==> src/tdh_pkg.sv <==
`timescale 1ns / 1ps

package tdh_pkg;

    // field widths
    localparam int YEAR_W  = 14;
    localparam int MONTH_W = 4;
    localparam int DAY_W   = 5;
    localparam int HOUR_W  = 5;
    localparam int MIN_W   = 6;
    localparam int SEC_W   = 6;
    localparam int HOURS_W = 27;

    // year range
    localparam int MAX_YEAR = 9999;
    localparam logic [YEAR_W-1:0] YEAR_MAX = YEAR_W'(MAX_YEAR);

    // internal widths
    localparam int DAYS_W      = 23;            // day count since 1 january of year 1
    localparam int DAYS_DIFF_W = DAYS_W + 1;    // signed day difference
    localparam int MS_W        = 12;            // minute*60 + second, up to 3843
    localparam int DBM_W       = 9;             // days before a month, up to 334
    localparam int ACC_W       = 30;            // signed hour count
    localparam int REM_W       = 12;            // seconds within an hour

    // time constants
    localparam int SEC_PER_HOUR  = 3600;
    localparam int SEC_PER_MIN   = 60;
    localparam int HOURS_PER_DAY = 24;
    localparam int DAYS_PER_YEAR = 365;
    localparam int DIV25         = 25;

    // divide by 25 as multiply by reciprocal, exact for 12-bit operands
    localparam int Q_W           = YEAR_W - 2;
    localparam logic [Q_W-1:0] RECIP25 = Q_W'(2622);
    localparam int RECIP25_SHIFT = 16;
    localparam int PROD25_W      = 2 * Q_W;
    localparam int Q25_W         = PROD25_W - RECIP25_SHIFT;

    // divide by 60 as multiply by reciprocal, exact below 3600
    localparam int RECIP60_W     = 13;
    localparam logic [RECIP60_W-1:0] RECIP60 = RECIP60_W'(4370);
    localparam int RECIP60_SHIFT = 18;
    localparam int PROD60_W      = REM_W + RECIP60_W;

    localparam logic [HOURS_W-1:0] HOURS_MAX = '1;

    // month codes
    localparam logic [MONTH_W-1:0] MONTH_JAN = MONTH_W'(1);
    localparam logic [MONTH_W-1:0] MONTH_FEB = MONTH_W'(2);
    localparam logic [MONTH_W-1:0] MONTH_DEC = MONTH_W'(12);

    // cumulative days before each month of a common year
    localparam logic [DBM_W-1:0] DAYS_BEFORE [12] = '{
        9'd0,   9'd31,  9'd59,  9'd90,  9'd120, 9'd151,
        9'd181, 9'd212, 9'd243, 9'd273, 9'd304, 9'd334
    };

    // pipeline stage load enables
    typedef struct packed {
        logic load;
        logic days;
        logic diff;
        logic hours;
        logic scale;
        logic out;
    } stage_en_t;

    localparam int NUM_STAGES = 6;

endpackage

==> src/tdh_days.sv <==
`timescale 1ns / 1ps

module tdh_days
    import tdh_pkg::*;
(
    input  logic                aclk,
    input  stage_en_t           en,
    input  logic [YEAR_W-1:0]   year,
    input  logic [MONTH_W-1:0]  month,
    input  logic [DAY_W-1:0]    day,
    input  logic [HOUR_W-1:0]   hour,
    input  logic [MIN_W-1:0]    minute,
    input  logic [SEC_W-1:0]    second,
    output logic [DAYS_W-1:0]   days,
    output logic [HOUR_W-1:0]   hour_out,
    output logic [MS_W-1:0]     min_sec,
    output logic                bad_month
);

    logic [YEAR_W-1:0]   year_clamped;
    logic [YEAR_W-1:0]   p_next, p_reg;
    logic [Q_W-1:0]      p4, p16;
    logic [Q_W-1:0]      y4_next, y4_reg;
    logic [Q_W-1:0]      y16_next, y16_reg;
    logic [3:0]          ylow_reg;
    logic [PROD25_W-1:0] pr100_next, pr100_reg;
    logic [PROD25_W-1:0] pr400_next, pr400_reg;
    logic [PROD25_W-1:0] pry4_next, pry4_reg;
    logic [PROD25_W-1:0] pry16_next, pry16_reg;
    logic [MONTH_W-1:0]  month_idx;
    logic [DBM_W-1:0]    dbm_next, dbm_reg;
    logic                after_feb_reg;
    logic                bad_next, bad1_reg, bad2_reg;
    logic [DAY_W-1:0]    day_reg;
    logic [HOUR_W-1:0]   hour1_reg, hour2_reg;
    logic [MS_W-1:0]     ms_next, ms1_reg, ms2_reg;
    logic [Q25_W-1:0]    q100, q400, qy4, qy16;
    logic                div4, div100, div400, leap_add;
    logic [DAYS_W-1:0]   days_next, days_reg;

    // clamp year into range
    always_comb begin
        priority if (year == '0) begin
            year_clamped = YEAR_W'(1);
        end else if (year > YEAR_MAX) begin
            year_clamped = YEAR_MAX;
        end else begin
            year_clamped = year;
        end
    end

    // stage 1: reciprocal products for the century terms and leap test
    assign p_next     = year_clamped - YEAR_W'(1);
    assign p4         = p_next[YEAR_W-1:2];
    assign p16        = Q_W'(p_next[YEAR_W-1:4]);
    assign y4_next    = year_clamped[YEAR_W-1:2];
    assign y16_next   = Q_W'(year_clamped[YEAR_W-1:4]);
    assign pr100_next = PROD25_W'(p4) * PROD25_W'(RECIP25);
    assign pr400_next = PROD25_W'(p16) * PROD25_W'(RECIP25);
    assign pry4_next  = PROD25_W'(y4_next) * PROD25_W'(RECIP25);
    assign pry16_next = PROD25_W'(y16_next) * PROD25_W'(RECIP25);

    // month table lookup
    assign bad_next  = (month < MONTH_JAN) || (month > MONTH_DEC);
    assign month_idx = month - MONTH_JAN;
    assign dbm_next  = bad_next ? '0 : DAYS_BEFORE[month_idx];

    // seconds within the hour
    assign ms_next = MS_W'(minute) * MS_W'(SEC_PER_MIN) + MS_W'(second);

    always_ff @(posedge aclk) begin
        if (en.load) begin
            p_reg         <= p_next;
            y4_reg        <= y4_next;
            y16_reg       <= y16_next;
            ylow_reg      <= year_clamped[3:0];
            pr100_reg     <= pr100_next;
            pr400_reg     <= pr400_next;
            pry4_reg      <= pry4_next;
            pry16_reg     <= pry16_next;
            dbm_reg       <= dbm_next;
            after_feb_reg <= month > MONTH_FEB;
            bad1_reg      <= bad_next;
            day_reg       <= day;
            hour1_reg     <= hour;
            ms1_reg       <= ms_next;
        end
    end

    // stage 2: quotients, leap rule and day count
    assign q100 = pr100_reg[PROD25_W-1:RECIP25_SHIFT];
    assign q400 = pr400_reg[PROD25_W-1:RECIP25_SHIFT];
    assign qy4  = pry4_reg[PROD25_W-1:RECIP25_SHIFT];
    assign qy16 = pry16_reg[PROD25_W-1:RECIP25_SHIFT];

    assign div4     = (ylow_reg[1:0] == 2'b00);
    assign div100   = div4 && (y4_reg == Q_W'(qy4) * Q_W'(DIV25));
    assign div400   = (ylow_reg == 4'b0000) && (y16_reg == Q_W'(qy16) * Q_W'(DIV25));
    assign leap_add = ((div4 && !div100) || div400) && after_feb_reg;

    assign days_next = DAYS_W'(p_reg) * DAYS_W'(DAYS_PER_YEAR)
                     + DAYS_W'(p_reg[YEAR_W-1:2])
                     - DAYS_W'(q100)
                     + DAYS_W'(q400)
                     + DAYS_W'(dbm_reg)
                     + {{(DAYS_W-1){1'b0}}, leap_add}
                     + DAYS_W'(day_reg);

    always_ff @(posedge aclk) begin
        if (en.days) begin
            days_reg  <= days_next;
            hour2_reg <= hour1_reg;
            ms2_reg   <= ms1_reg;
            bad2_reg  <= bad1_reg;
        end
    end

    assign days      = days_reg;
    assign hour_out  = hour2_reg;
    assign min_sec   = ms2_reg;
    assign bad_month = bad2_reg;

endmodule

==> src/tdh_norm.sv <==
`timescale 1ns / 1ps

module tdh_norm
    import tdh_pkg::*;
(
    input  logic                aclk,
    input  stage_en_t           en,
    input  logic [DAYS_W-1:0]   days_a,
    input  logic [DAYS_W-1:0]   days_b,
    input  logic [HOUR_W-1:0]   hour_a,
    input  logic [HOUR_W-1:0]   hour_b,
    input  logic [MS_W-1:0]     ms_a,
    input  logic [MS_W-1:0]     ms_b,
    input  logic                bad_a,
    input  logic                bad_b,
    output logic [HOURS_W-1:0]  hours,
    output logic [REM_W-1:0]    rem,
    output logic                bad
);

    localparam int DU_W  = MS_W + 1;
    localparam int DH_W  = HOUR_W + 1;
    localparam int DHK_W = HOUR_W + 2;
    localparam logic signed [DU_W-1:0] DU_HOUR = DU_W'(SEC_PER_HOUR);

    logic signed [DAYS_DIFF_W-1:0] dd_next, dd_reg;
    logic signed [DH_W-1:0]        dh;
    logic signed [DU_W-1:0]        du;
    logic signed [2:0]             carry;
    logic signed [DHK_W-1:0]       dhk_next, dhk_reg;
    logic [REM_W-1:0]              r_next, r_reg;
    logic                          bad3_reg, bad4_reg;
    logic signed [ACC_W-1:0]       acc;
    logic [ACC_W-1:0]              mag;
    logic [REM_W-1:0]              rem_next, rem_reg;
    logic [HOURS_W-1:0]            hours_next, hours_reg;

    // stage 3: signed differences of days, hours and seconds-in-hour
    assign dd_next = $signed({1'b0, days_b}) - $signed({1'b0, days_a});
    assign dh      = $signed({1'b0, hour_b}) - $signed({1'b0, hour_a});
    assign du      = $signed({1'b0, ms_b}) - $signed({1'b0, ms_a});

    // fold the seconds difference into 0..3599 with an hour carry
    always_comb begin
        priority if (du >= DU_HOUR) begin
            carry  = 3'sd1;
            r_next = REM_W'(du - DU_HOUR);
        end else if (du >= 0) begin
            carry  = 3'sd0;
            r_next = REM_W'(du);
        end else if (du >= -DU_HOUR) begin
            carry  = -3'sd1;
            r_next = REM_W'(du + DU_HOUR);
        end else begin
            carry  = -3'sd2;
            r_next = REM_W'(du + DU_HOUR + DU_HOUR);
        end
    end

    assign dhk_next = DHK_W'(dh) + DHK_W'(carry);

    always_ff @(posedge aclk) begin
        if (en.diff) begin
            dd_reg   <= dd_next;
            dhk_reg  <= dhk_next;
            r_reg    <= r_next;
            bad3_reg <= bad_a || bad_b;
        end
    end

    // stage 4: total signed hours, then magnitude with remainder borrow
    assign acc = ACC_W'(dd_reg) * ACC_W'(HOURS_PER_DAY) + ACC_W'(dhk_reg);

    always_comb begin
        priority if (!acc[ACC_W-1]) begin
            mag      = acc;
            rem_next = r_reg;
        end else if (r_reg == '0) begin
            mag      = -acc;
            rem_next = '0;
        end else begin
            mag      = ~acc;
            rem_next = REM_W'(SEC_PER_HOUR) - r_reg;
        end
    end

    // saturate to the hours field
    assign hours_next = (mag > ACC_W'(HOURS_MAX)) ? HOURS_MAX : mag[HOURS_W-1:0];

    always_ff @(posedge aclk) begin
        if (en.hours) begin
            hours_reg <= hours_next;
            rem_reg   <= rem_next;
            bad4_reg  <= bad3_reg;
        end
    end

    assign hours = hours_reg;
    assign rem   = rem_reg;
    assign bad   = bad4_reg;

endmodule

==> src/tdh_split.sv <==
`timescale 1ns / 1ps

module tdh_split
    import tdh_pkg::*;
(
    input  logic                aclk,
    input  stage_en_t           en,
    input  logic [HOURS_W-1:0]  hours,
    input  logic [REM_W-1:0]    rem,
    input  logic                bad,
    output logic [HOURS_W-1:0]  diff_hours,
    output logic [MIN_W-1:0]    diff_minutes,
    output logic [SEC_W-1:0]    diff_seconds,
    output logic                bad_input
);

    logic [PROD60_W-1:0] prod_next, prod_reg;
    logic [REM_W-1:0]    rem5_reg;
    logic [HOURS_W-1:0]  hours5_reg;
    logic                bad5_reg;
    logic [MIN_W-1:0]    mins;
    logic [REM_W-1:0]    secs_full;
    logic [HOURS_W-1:0]  hours_out_reg;
    logic [MIN_W-1:0]    mins_out_reg;
    logic [SEC_W-1:0]    secs_out_reg;
    logic                bad_out_reg;

    // stage 5: reciprocal product for minutes
    assign prod_next = PROD60_W'(rem) * PROD60_W'(RECIP60);

    always_ff @(posedge aclk) begin
        if (en.scale) begin
            prod_reg   <= prod_next;
            rem5_reg   <= rem;
            hours5_reg <= hours;
            bad5_reg   <= bad;
        end
    end

    // stage 6: minutes and leftover seconds into the output register
    assign mins      = MIN_W'(prod_reg[PROD60_W-1:RECIP60_SHIFT]);
    assign secs_full = rem5_reg - REM_W'(mins) * REM_W'(SEC_PER_MIN);

    always_ff @(posedge aclk) begin
        if (en.out) begin
            hours_out_reg <= bad5_reg ? '0 : hours5_reg;
            mins_out_reg  <= bad5_reg ? '0 : mins;
            secs_out_reg  <= bad5_reg ? '0 : SEC_W'(secs_full);
            bad_out_reg   <= bad5_reg;
        end
    end

    assign diff_hours   = hours_out_reg;
    assign diff_minutes = mins_out_reg;
    assign diff_seconds = secs_out_reg;
    assign bad_input    = bad_out_reg;

endmodule

==> src/timestamp_difference_hms.sv <==
`timescale 1ns / 1ps
// Absolute difference of two Gregorian date-and-time stamps, as hours, minutes, seconds.
// Input channel s_*: one beat carries both timestamps; the result channel m_* returns
// exactly one beat per input beat, in order, with bad_input set (and the other fields
// zero) when either month is outside 1 to 12. Years are clamped to 1..9999.
// Six register stages: century quotients, day counts, differences, signed hours and
// magnitude, minute split, output register.
// Throughput is one beat per cycle while m_ready is high; every stage has its own
// valid bit and loads whenever it is empty or the stage after it moves on, so bubbles
// are squeezed out and new beats are still taken while a result waits on m_ready.
// With m_ready held low the six stages fill and s_ready then drops; nothing is lost
// or repeated. aresetn (synchronous, active low) clears all valid bits; the datapath
// registers are not reset.
module timestamp_difference_hms
    import tdh_pkg::*;
(
    input  logic                aclk,
    input  logic                aresetn,
    input  logic                s_valid,
    output logic                s_ready,
    input  logic [YEAR_W-1:0]   s_first_year,
    input  logic [MONTH_W-1:0]  s_first_month,
    input  logic [DAY_W-1:0]    s_first_day,
    input  logic [HOUR_W-1:0]   s_first_hour,
    input  logic [MIN_W-1:0]    s_first_minute,
    input  logic [SEC_W-1:0]    s_first_second,
    input  logic [YEAR_W-1:0]   s_second_year,
    input  logic [MONTH_W-1:0]  s_second_month,
    input  logic [DAY_W-1:0]    s_second_day,
    input  logic [HOUR_W-1:0]   s_second_hour,
    input  logic [MIN_W-1:0]    s_second_minute,
    input  logic [SEC_W-1:0]    s_second_sec,
    output logic                m_valid,
    input  logic                m_ready,
    output logic [HOURS_W-1:0]  m_diff_hours,
    output logic [MIN_W-1:0]    m_diff_minutes,
    output logic [SEC_W-1:0]    m_diff_seconds,
    output logic                m_bad_input
);

    stage_en_t              stage_en;
    logic [NUM_STAGES-1:0]  valid_next, valid_reg;

    logic [DAYS_W-1:0]      days_a, days_b;
    logic [HOUR_W-1:0]      hour_a, hour_b;
    logic [MS_W-1:0]        ms_a, ms_b;
    logic                   bad_a, bad_b;
    logic [HOURS_W-1:0]     hours;
    logic [REM_W-1:0]       rem;
    logic                   bad;

    // a stage loads when empty or when its successor loads
    always_comb begin
        stage_en.out   = !valid_reg[5] || m_ready;
        stage_en.scale = !valid_reg[4] || stage_en.out;
        stage_en.hours = !valid_reg[3] || stage_en.scale;
        stage_en.diff  = !valid_reg[2] || stage_en.hours;
        stage_en.days  = !valid_reg[1] || stage_en.diff;
        stage_en.load  = !valid_reg[0] || stage_en.days;
    end

    // valid bits travel with the beat
    always_comb begin
        valid_next[0] = stage_en.load  ? s_valid      : valid_reg[0];
        valid_next[1] = stage_en.days  ? valid_reg[0] : valid_reg[1];
        valid_next[2] = stage_en.diff  ? valid_reg[1] : valid_reg[2];
        valid_next[3] = stage_en.hours ? valid_reg[2] : valid_reg[3];
        valid_next[4] = stage_en.scale ? valid_reg[3] : valid_reg[4];
        valid_next[5] = stage_en.out   ? valid_reg[4] : valid_reg[5];
    end

    always_ff @(posedge aclk) begin
        if (!aresetn) begin
            valid_reg <= '0;
        end else begin
            valid_reg <= valid_next;
        end
    end

    assign s_ready = stage_en.load;
    assign m_valid = valid_reg[5];

    // day counts of both timestamps
    tdh_days u_days_first (
        .aclk      (aclk),
        .en        (stage_en),
        .year      (s_first_year),
        .month     (s_first_month),
        .day       (s_first_day),
        .hour      (s_first_hour),
        .minute    (s_first_minute),
        .second    (s_first_second),
        .days      (days_a),
        .hour_out  (hour_a),
        .min_sec   (ms_a),
        .bad_month (bad_a)
    );

    tdh_days u_days_second (
        .aclk      (aclk),
        .en        (stage_en),
        .year      (s_second_year),
        .month     (s_second_month),
        .day       (s_second_day),
        .hour      (s_second_hour),
        .minute    (s_second_minute),
        .second    (s_second_sec),
        .days      (days_b),
        .hour_out  (hour_b),
        .min_sec   (ms_b),
        .bad_month (bad_b)
    );

    // difference as absolute hours plus seconds within the hour
    tdh_norm u_norm (
        .aclk   (aclk),
        .en     (stage_en),
        .days_a (days_a),
        .days_b (days_b),
        .hour_a (hour_a),
        .hour_b (hour_b),
        .ms_a   (ms_a),
        .ms_b   (ms_b),
        .bad_a  (bad_a),
        .bad_b  (bad_b),
        .hours  (hours),
        .rem    (rem),
        .bad    (bad)
    );

    // minutes and seconds, output register
    tdh_split u_split (
        .aclk         (aclk),
        .en           (stage_en),
        .hours        (hours),
        .rem          (rem),
        .bad          (bad),
        .diff_hours   (m_diff_hours),
        .diff_minutes (m_diff_minutes),
        .diff_seconds (m_diff_seconds),
        .bad_input    (m_bad_input)
    );

endmodule

==> config.mk <==
export PLATFORM = sky130hd
export DESIGN_NAME = timestamp_difference_hms
export DESIGN_NICKNAME = d
export VERILOG_FILES = /design/src/tdh_pkg.sv /design/src/tdh_days.sv /design/src/tdh_norm.sv /design/src/tdh_split.sv /design/src/timestamp_difference_hms.sv
export SDC_FILE = /design/constraint.sdc
export NUM_CORES = 2
export LEC_CHECK = 0
export ABC_AREA = 1
export BUFFER_PORTS_ARGS = -buffer_cell sky130_fd_sc_hd__buf_2
export CAP_MARGIN = 20
export CORE_ASPECT_RATIO = 0.8
export CORE_MARGIN = 5
export CORE_UTILIZATION = 55
export DETAILED_ROUTE_END_ITERATION = 7
export PLACE_DENSITY_LB_ADDON = 0.12
export SLEW_MARGIN = 10
export SYNTH_ARGS = -nofsm -noshare
export SYNTH_HDL_FRONTEND = slang
export SYNTH_HIERARCHICAL = 1
export SYNTH_SLANG_ARGS = --single-unit
==> constraint.sdc <==
create_clock -name aclk -period 12.85 [get_ports aclk]
set_input_delay 2.57 -clock aclk [delete_from_list [all_inputs] [get_ports aclk]]
set_output_delay 2.57 -clock aclk [all_outputs]
set_load 0.02 [all_outputs]
==> flow_metrics.env <==
export IMPL_layout_common_cells="inv_1, ha_1, nand2_1"
export IMPL_grt_first_pass_wirelength_mm=191.6
export IMPL_rsz0062_at_grt="no"
export IMPL_dieHeight_um=292.0
export IMPL_ios=126
export IMPL_critPathKind="in2reg"
export IMPL_grt_usage=0.2204
export IMPL_fill_cells=8751
export IMPL_area_growth_syn_to_layout_pct=7.288
export IMPL_finClkSkew_ns=0.03272
export IMPL_synth_top_area_cell="ha_1"
export IMPL_synth_edf_count=424
export IMPL_layout_commonest_cell="inv_1"
export IMPL_synth_top_cell_area_share=0.2611
export IMPL_h_tree_depth=2
export IMPL_via_per_inst=5.145
export IMPL_synth_seq_cells=430
export IMPL_row_count=103
export IMPL_fin_hold_ws_ns=0.4173
export IMPL_antenna_found_initial=4
export IMPL_vias=37870
export IMPL_hp_class="reg2reg"
export IMPL_cts_made_buffers=49
export IMPL_maxCapViolCount=0
export IMPL_fin_crit_ns=9.072
export IMPL_cp_arrival_ns=9.41
export IMPL_die_area_um2=105900
export IMPL_min_delay_start="u_norm/hours[15]"
export IMPL_yosys_top_cells_area="ha_1, edfxtp_1, fa_1"
export IMPL_drt_iter0_markers=2039
export IMPL_synth_cell_types=68
export IMPL_preCtsSetupSlack_ns=3.139
export IMPL_overflow=0
export IMPL_cts_hold_buffers=0
export IMPL_yosysSeqAreaShare=0.2351
export IMPL_hpwl_mm=96.20
export IMPL_drt_total_wl_mm=114.1
export IMPL_grt_start_max_net_pins=120
export IMPL_gp_congestion=0.8957
export IMPL_fmax_mhz=110.2
export IMPL_cts_sinks=430
export IMPL_clk_pin_slew_ns=0.06
export IMPL_drc=0
export IMPL_start_util=0.5539
export IMPL_hold_viol_final=0
export IMPL_run_status="finished, final reports clean"
export IMPL_wire_per_inst_um=15.50
export IMPL_syn_nets=7508
export IMPL_holdPathStages=0
export IMPL_final_nets=7692
export IMPL_syn_area_per_cell_um2=9.390
export IMPL_synth_async_sr_flop_share=0
export IMPL_relSlewSlack=0.2709
export IMPL_setup_worst_path_start_class="primary input"
export IMPL_layout_drive_gt1_share=0.06731
export IMPL_core_area_um2=98720
export IMPL_clockBufferDepth=3
export IMPL_yosys_warnings=6
export IMPL_netlist_area_um2=54680
export IMPL_ant_nets=0
export IMPL_cts_tree="done"
export IMPL_timing_final_crit_share=0.7060
export IMPL_grt_pass1_vias=37970
export IMPL_r2r_start="u_norm/dd_reg[2]"
export IMPL_fin_tns_setup_ns=0
export IMPL_worst_pin_slew_ns=1.094
export IMPL_maxSlewViolCount=0
export IMPL_setup_viol=0
export IMPL_cp_data_required_time_ns=13.19
export IMPL_post_cts_setup_buffers=0
export IMPL_cts_root_buf="clkbuf_16"
export IMPL_critPathLaunch="s_first_year[13]"
export IMPL_insertion_delay_ns=0.63
export IMPL_end_kind="flop"
export IMPL_die_width_um=362.5
export IMPL_post_cts_resized=0
export IMPL_yosys_most_used_dff="edfxtp_1"
export IMPL_dr_pass1_iters=5
export IMPL_numPortBuffers=125
export IMPL_syn_inst=5823
export IMPL_ff2ff_path_depth=28
export IMPL_setup_slack_ns=3.778
export IMPL_path_max_fanout=13
==> Yosys cell counts, types with 7 or more instances <==
| cell type | count |
|---|---|
| inv_1 | 1243 |
| ha_1 | 1141 |
| nand2_1 | 834 |
| fa_1 | 460 |
| edfxtp_1 | 424 |
| a21oi_1 | 306 |
| nor2_1 | 263 |
| xor2_1 | 209 |
| nand3_1 | 208 |
| o21ai_0 | 134 |
| xnor2_1 | 112 |
| nand4_1 | 56 |
| nand2_2 | 39 |
| nand3_2 | 33 |
| inv_2 | 31 |
| nor3_1 | 28 |
| o21bai_1 | 28 |
| a21o_1 | 25 |
| a31oi_1 | 25 |
| nor4_1 | 17 |
| nor2_2 | 16 |
| nand3b_1 | 15 |
| o211ai_1 | 13 |
| o31ai_1 | 13 |
| or2_2 | 13 |
| o21ai_1 | 11 |
| nor2_4 | 10 |
| a211oi_1 | 7 |
| a21boi_0 | 7 |
| nand2_4 | 7 |
==> stage by stage <==
step                cells  utilization  cell area, um^2
detailed placement   7267       0.5777            57030
global placement     7267       0.5777            57030
floorplan            5823            -            54680
global route         7360       0.5942            58660
finish               7361       0.5942            58660
CTS                  7358       0.5941            58650
==> worst max-delay path, stage by stage <==
cell      delay, ns
buf_2          0.32
inv_1          0.15
a21oi_4        0.29
nor2_1         0.17
ha_1           0.21
nand2_1        0.09
a21boi_1       0.11
o21ai_2        0.20
a21boi_2       0.10
o21ai_0        0.28
xor2_2         0.50
ha_1           0.40
ha_1           0.37
fa_1           0.47
fa_1           0.51
inv_1          0.06
fa_1           0.49
fa_1           0.51
inv_1          0.04
ha_1           0.32
nand2_1        0.10
nor2_1         0.05
a211o_1        0.25
a21oi_1        0.12
o21ai_0        0.15
a21boi_0       0.31
o21bai_1       0.11
xor2_1         0.15
==> path summary, 6_finish.rpt <==
check        slack [ns]                          to
min reg2reg        0.42      u_split/hours5_reg[15]
max                3.78  u_days_first/pr400_reg[19]
max reg2reg        6.86             u_norm/hours[3]
min                0.42      u_split/hours5_reg[15]
==> final cells by class <==
cell class	instances	area (um^2)	share of cell area
multi-input combinational	4102	36940	0.6296
sequential	430	12850	0.2191
inverter	1275	4788	0.08163
tap	1312	1642	0.02798
clock buffer	52	1237	0.02109
timing repair buffer	149	815.8	0.01391
clock inverter	39	385.4	0.006569
antenna	2	5.005	0.00008532
==> cell families (layout without fill, tap and decap cells) <==
logic type	after synthesis	in the layout	synth area share
other cells	0	2	0
fa+ha+maj	1601	1601	0.4295
xor+xnor	327	327	0.05341
flops	430	430	0.2351
compound gates	607	607	0.06325
buf+inv	1291	1515	0.08979
simple gates	1567	1567	0.1290
==> layer usage <==
layer	vias up	GRT usage	part of all wire
li1	19340	-	-
met1	17840	0.3357	0.51
met2	596	0.3386	0.43
met3	99	0.03052	0.048
met4	2	0.04276	0.018
met5	-	0	0.00011
Power is left out: the tool's default activity adds up to more than one toggle a clock period on the data nets, which glitch-free logic cannot reach.
